===== src/design/spq_pkg.sv =====
// ----------------------------------------------------------------------------
// Sorted priority queue package
// Shared sizes, codes and word types of the sorted priority queue.
// ----------------------------------------------------------------------------
package spq_pkg;

  localparam int unsigned DEPTH = 16;
  localparam int unsigned CNT_W = $clog2(DEPTH + 1);
  localparam int unsigned OCC_W = 5;

  localparam logic OP_INSERT = 1'b0;
  localparam logic OP_REMOVE = 1'b1;

  localparam logic [1:0] ST_DONE  = 2'd0;
  localparam logic [1:0] ST_EMPTY = 2'd1;
  localparam logic [1:0] ST_FULL  = 2'd2;

  typedef struct packed {
    logic               opcode;
    logic [7:0]         new_item;
    logic signed [15:0] new_priority;
  } in_word_t;

  typedef struct packed {
    logic [7:0]       out_item;
    logic [1:0]       status;
    logic [OCC_W-1:0] occupancy;
  } out_word_t;

  typedef struct packed {
    logic [7:0]         item;
    logic signed [15:0] priority_v;
  } entry_t;

  typedef struct packed {
    logic insert;
    logic remove;
  } cell_ctrl_t;

endpackage


===== src/design/spq_cell.sv =====
// ----------------------------------------------------------------------------
// Sorted priority queue cell
// One storage slot that keeps, takes the new entry or shifts from a neighbour.
// ----------------------------------------------------------------------------
module spq_cell
  import spq_pkg::*;
(
  input  logic       clk_i,
  input  cell_ctrl_t ctrl_i,
  input  logic       valid_i,
  input  entry_t     new_i,
  input  entry_t     left_i,
  input  logic       left_lt_i,
  input  entry_t     right_i,
  output entry_t     entry_o,
  output logic       lt_o
);

  entry_t entry_q, entry_d;

  assign lt_o    = valid_i && ($signed(entry_q.priority_v) < $signed(new_i.priority_v));
  assign entry_o = entry_q;

  always_comb begin
    entry_d = entry_q;
    if (ctrl_i.insert) begin
      if (!lt_o) begin
        entry_d = left_lt_i ? new_i : left_i;
      end
    end else if (ctrl_i.remove) begin
      entry_d = right_i;
    end
  end

  always_ff @(posedge clk_i) begin
    entry_q <= entry_d;
  end

endmodule


===== src/design/sorted_priority_queue.sv =====
// ----------------------------------------------------------------------------
// Sorted priority queue
// Bounded queue kept sorted by ascending signed priority in a row of cells.
// ----------------------------------------------------------------------------
// A command word is taken at a rising edge with start_i high and busy_o low.
// busy_o is always low, so a new word may be given in every cycle. An insert
// word places its byte before the first stored entry of equal or larger
// priority; a remove word returns and drops the head entry.
// The word is held in an input register; in the following cycle every cell
// compares itself against the new priority in parallel and shifts, and the
// result word is registered. It appears on res_o with done_o high for
// exactly one cycle, once it has gone through the input register and the
// result register. One word per cycle is sustained, set by the single
// compare-and-shift pass over the cells.
// The receiver cannot stall, so results must be taken as they appear.
// Reset empties the queue; stored bytes and priorities are not cleared.
// A remove from an empty queue reports empty, and an insert into a full
// queue is dropped and reports full.
// ----------------------------------------------------------------------------
module sorted_priority_queue
  import spq_pkg::*;
(
  input  logic      clk_i,
  input  logic      rst_ni,
  input  logic      start_i,
  input  in_word_t  in_i,
  output logic      busy_o,
  output logic      done_o,
  output out_word_t res_o
);

  logic             in_vld_q;
  in_word_t         in_q;
  logic [CNT_W-1:0] count_q, count_d;
  logic             done_q;
  out_word_t        res_q, res_d;
  logic             full, empty;
  cell_ctrl_t       ctrl;
  entry_t           new_entry;
  entry_t           entries [DEPTH];
  logic             lt      [DEPTH];

  assign busy_o = 1'b0;
  assign done_o = done_q;
  assign res_o  = res_q;

  always_ff @(posedge clk_i or negedge rst_ni) begin
    if (!rst_ni) begin
      in_vld_q <= 1'b0;
    end else begin
      in_vld_q <= start_i && !busy_o;
    end
  end

  always_ff @(posedge clk_i) begin
    if (start_i && !busy_o) begin
      in_q <= in_i;
    end
  end

  assign full  = (count_q == CNT_W'(DEPTH));
  assign empty = (count_q == '0);

  assign ctrl.insert = in_vld_q && (in_q.opcode == OP_INSERT) && !full;
  assign ctrl.remove = in_vld_q && (in_q.opcode == OP_REMOVE) && !empty;

  assign new_entry.item       = in_q.new_item;
  assign new_entry.priority_v = in_q.new_priority;

  for (genvar i = 0; i < DEPTH; i++) begin : g_cell
    entry_t left, right;
    logic   left_lt;
    if (i == 0) begin : g_head
      assign left    = new_entry;
      assign left_lt = 1'b1;
    end else begin : g_body
      assign left    = entries[i-1];
      assign left_lt = lt[i-1];
    end
    if (i == DEPTH - 1) begin : g_tail
      assign right = entries[i];
    end else begin : g_inner
      assign right = entries[i+1];
    end
    spq_cell u_cell (
      .clk_i     (clk_i),
      .ctrl_i    (ctrl),
      .valid_i   (count_q > CNT_W'(i)),
      .new_i     (new_entry),
      .left_i    (left),
      .left_lt_i (left_lt),
      .right_i   (right),
      .entry_o   (entries[i]),
      .lt_o      (lt[i])
    );
  end

  always_comb begin
    count_d = count_q;
    if (ctrl.insert) begin
      count_d = count_q + CNT_W'(1);
    end else if (ctrl.remove) begin
      count_d = count_q - CNT_W'(1);
    end
    res_d.out_item  = ctrl.remove ? entries[0].item : 8'd0;
    res_d.status    = ST_DONE;
    if (in_q.opcode == OP_INSERT && full) begin
      res_d.status = ST_FULL;
    end else if (in_q.opcode == OP_REMOVE && empty) begin
      res_d.status = ST_EMPTY;
    end
    res_d.occupancy = OCC_W'(count_d);
  end

  always_ff @(posedge clk_i or negedge rst_ni) begin
    if (!rst_ni) begin
      count_q <= '0;
      done_q  <= 1'b0;
    end else begin
      count_q <= count_d;
      done_q  <= in_vld_q;
    end
  end

  always_ff @(posedge clk_i) begin
    if (in_vld_q) begin
      res_q <= res_d;
    end
  end

  a_count_bound : assert property (@(posedge clk_i) disable iff (!rst_ni)
    count_q <= CNT_W'(DEPTH))
    else $error("Entry count exceeds the queue depth.");

  a_done_follows : assert property (@(posedge clk_i) disable iff (!rst_ni)
    done_q |-> $past(in_vld_q))
    else $error("Result strobe without a command word.");

  a_remove_count : assert property (@(posedge clk_i) disable iff (!rst_ni)
    ctrl.remove |=> count_q == $past(count_q) - CNT_W'(1))
    else $error("Remove did not drop one entry.");

  a_empty_word : assert property (@(posedge clk_i) disable iff (!rst_ni)
    done_q && res_q.status == ST_EMPTY |-> res_q.out_item == 8'd0 && count_q == '0)
    else $error("Empty status with a non-empty queue or a byte.");

  a_full_word : assert property (@(posedge clk_i) disable iff (!rst_ni)
    done_q && res_q.status == ST_FULL |-> count_q == CNT_W'(DEPTH))
    else $error("Full status while the queue has room.");

endmodule

===== config.mk =====
export PLATFORM = sky130hd
export DESIGN_NAME = sorted_priority_queue
export DESIGN_NICKNAME = d
export VERILOG_FILES = /design/src/design/spq_pkg.sv /design/src/design/spq_cell.sv /design/src/design/sorted_priority_queue.sv
export SDC_FILE = /design/constraint.sdc
export NUM_CORES = 1
export LEC_CHECK = 0
export BUFFER_PORTS_ARGS = -buffer_cell sky130_fd_sc_hd__buf_4
export CAP_MARGIN = 20
export CORE_UTILIZATION = 53
export DETAILED_ROUTE_END_ITERATION = 10
export GPL_TIMING_DRIVEN = 0
export PLACE_DENSITY = 0.69
export SKIP_CTS_REPAIR_TIMING = 1
export SLEW_MARGIN = 20
export SYNTH_ARGS = -nofsm -noshare
export SYNTH_HDL_FRONTEND = slang
export SYNTH_SLANG_ARGS = --single-unit
export TNS_END_PERCENT = 50

===== constraint.sdc =====
create_clock -name clk_i -period 5.75 [get_ports clk_i]
set_input_delay 0.2875 -clock clk_i [delete_from_list [all_inputs] [get_ports clk_i]]
set_output_delay 0.2875 -clock clk_i [all_outputs]
set_load 0.01 [all_outputs]

==> results.sh <==
export IMPL_maxCapViolCount=0
export IMPL_finalInstanceArea_sq_um=30000
export IMPL_most_common_layout_cells="edfxtp_1, nand2_1, mux2i_1"
export IMPL_met3_usage=0.0413
export IMPL_grt_max_degree=27
export IMPL_cp_start_kind="register"
export IMPL_drt_first_pass_iters=5
export IMPL_numPortBuffers=43
export IMPL_clkLatencyLatePin_ns=0.61
export IMPL_crit_path_frequent_cell="clkbuf_1"
export IMPL_ios=45
export IMPL_cts_buffer_depth=3
export IMPL_grt_overflow_total=0
export IMPL_numCtsBuffers=49
export IMPL_yosysUniqueCellTypes=67
export IMPL_top_usage_layer="met2"
export IMPL_ir_worst_vdd_v=0.000299
export IMPL_synth_edf_count=424
export IMPL_clk_pin_slew_ns=0.06
export IMPL_dp_cells=3250
export IMPL_cp_required_ns=5.98
export IMPL_drt_total_wl_microns=83600
export IMPL_ys_seq_elements=431
export IMPL_stdcell_count=3368
export IMPL_cts_root_buf="clkbuf_16"
export IMPL_design_core_area_sq_um=50100
export IMPL_fillers=4247
export IMPL_drc=0
export IMPL_fmax_ghz=0.183
export IMPL_dieArea_sq_um=51500
export IMPL_path_class="register to register"
export IMPL_cp_cell_sequence="buf_2 > clkbuf_1 > inv_1 > ha_1 > nand4_1 > nor3_1 > a221o_1 > a31oi_1 > clkbuf_1 > a21oi_1 > o21ai_1 > a21o_2"
export IMPL_grt_pass1_vias=21526
export IMPL_synthArstFlopShare=0.0162
export IMPL_hpwl_microns=64000
export IMPL_via_count=22003
export IMPL_grt_use_met2=0.493
export IMPL_crit_path_max_incr_delay_ns=0.69
export IMPL_worstMarginPinSlew_ns=1.11
export IMPL_grt_pass1_wl_microns=126000
export IMPL_antenna_found_initial=1
export IMPL_p_per_area_nw_per_um2=471
export IMPL_fin_nets=2932
export IMPL_rsz0062_at_grt="false"
export IMPL_finalClockSkew_ns=0.0236
export IMPL_initial_core_util=0.535
export IMPL_power_uw=14100
export IMPL_htree_num_levels=2
export IMPL_power_leakage_uw=0.0124
export IMPL_syn_area_sq_um=26800
export IMPL_clkSinkCount=431
export IMPL_fp_dieH_microns=227
export IMPL_period_share=0.953
export IMPL_grtUsageMet1=0.465
export IMPL_ant_nets=0
export IMPL_avgViaCountPerCell=6.53
export IMPL_cp_slowest_cell="a21o_2"
export IMPL_cp_buffers_inverters=4
export IMPL_dr_first_iter_drc_count=2736
export IMPL_die_w_microns=227
export IMPL_synth_area_per_cell_sq_um=10.6
export IMPL_ys_warn_count=0
export IMPL_hold_viol=0
export IMPL_synth_cells=2527
export IMPL_slew_viol_final=0
export IMPL_crit_family="compound AO/OA/AOI/OAI gates"
export IMPL_cp_max_fo=24
export IMPL_ys_flop_type="edfxtp_1"
export IMPL_setup_violations=0
export IMPL_place_area_sq_um=28200
export IMPL_cp_data_arrival_time_ns=5.71
export IMPL_register_area_sq_um=12900
export IMPL_tns_ns=0
export IMPL_synth_nets=2800
export IMPL_yosysSeqAreaShare=0.482
export IMPL_status="completed"
export IMPL_n_antenna_cell=0
export IMPL_hold_slack_ns=0.0142
export IMPL_multiInputGateArea_sq_um=13000
export IMPL_final_common_cell="edfxtp_1"
export IMPL_routedWlPerCell_microns=24.8
export IMPL_place_congestion=0.945
export IMPL_layout_drive_gt1_share=0.0820
export IMPL_fin_crit_ns=5.48
export IMPL_slew_headroom=0.257
export IMPL_synthToLayoutAreaGrowth_pct=12.1
export IMPL_min_path_type="primary input to register"
export IMPL_grt_usage=0.325
export IMPL_cts_tree="done"
export IMPL_fp_row_count=82
export IMPL_endpoint_kind="register"
report_power, final:
part | internal, uW | leakage [uW] | switching, uW
clock network | 1740 | 0.000748 | 1370
registers | 4700 | 0.00419 | 661
logic | 2170 | 0.00742 | 3500
total | 8610 | 0.0124 | 5530
worst register-to-register path: stages, from the launching register on:
cell and delay (ns):
edfxtp_1 0.32, buf_2 0.32, clkbuf_1 0.59, inv_1 0.60, ha_1 0.48, nand4_1 0.24, nor3_1 0.13, a221o_1 0.38
a31oi_1 0.35, clkbuf_1 0.36, a21oi_1 0.13, o21ai_1 0.52, a21o_2 0.69
metrics by stage:
| stage | setup slack [ns] | utilization |
|---|---|---|
| floorplan | 0.917 | - |
| global placement | -1.42 | 0.558 |
| detailed placement | -0.0398 | 0.563 |
| CTS | -0.0932 | 0.594 |
| global route | 0.124 | 0.600 |
| finish | 0.273 | 0.600 |
synthesized netlist by cell type, types with 8 or more instances:
cell       instances  area share
a2111oi_0          9      0.0029
a211oi_1          15      0.0042
a21o_1            25      0.0070
a21oi_1          123       0.023
a221oi_1          21      0.0069
and2_1            12      0.0028
and3_1            22      0.0051
and4_1             9      0.0029
buf_2             30      0.0056
buf_4             10      0.0028
clkbuf_1         129       0.018
edfxtp_1         424        0.48
ha_1             245        0.11
inv_1             44      0.0062
mux2i_1          257       0.096
nand2_1          393       0.055
nand2b_1          33      0.0077
nand3_1           97       0.018
nand4_1           27      0.0063
nor2_1            83       0.012
nor3_1             8      0.0015
o211ai_1          88       0.025
o21ai_0          225       0.042
o21ai_1           45      0.0084
o22ai_1           21      0.0049
or3_1             25      0.0058
final cells by class:
type / count / area share
Multi-Input combinational cell: 1873 / 0.433
Sequential cell: 431 / 0.430
Clock buffer: 65 / 0.0448
Tap cell: 672 / 0.0280
Buffer: 179 / 0.0271
Timing Repair Buffer: 81 / 0.0253
Clock inverter: 23 / 0.00679
Inverter: 44 / 0.00562
final timing paths:
path                                                    from                            end  slack, ns  depth (start not counted)
max in group asynchronous                             rst_ni                     count_q[3]       5.56                          2
worst min-delay path                                 start_i                       in_vld_q       0.01                          1
min in group asynchronous                             rst_ni                       in_vld_q       0.05                          2
worst min register to register  g_cell[0].u_cell.entry_o[18]                       res_o[9]       0.55                          1
worst max register to register            g_cell[0].left[10]  g_cell[14].u_cell.entry_o[10]       0.27                         12
worst max-delay path                      g_cell[0].left[10]  g_cell[14].u_cell.entry_o[10]       0.27                         12
cell families after synthesis:
| family | count (synthesis) | synth area share |
|---|---|---|
| AOI/OAI and AO/OA | 625 | 0.143 |
| buffers and inverters | 223 | 0.0366 |
| muxes | 265 | 0.0996 |
| DFF | 431 | 0.482 |
| other | 1 | 0.000140 |
| xor gates and xnor gates | 3 | 0.000981 |
| adders and majority gates | 245 | 0.114 |
| and+or+nand+nor | 734 | 0.124 |
layer usage:
layer | routed length (microns) | part of all wire
met5 | 0 | 0
met4 | 3370 | 0.040
met3 | 7170 | 0.086
met2 | 36800 | 0.44
met1 | 36300 | 0.43
sequential cells by signal, summed over array words and instances, names as in the netlist:
name	cells
g_cell.u_cell.entry_o	384
g_cell.left	24
res_o	15
count_q	5
done_o	1
in_q	1
in_vld_q	1
Note: power is estimated with default switching activity, not from simulation.
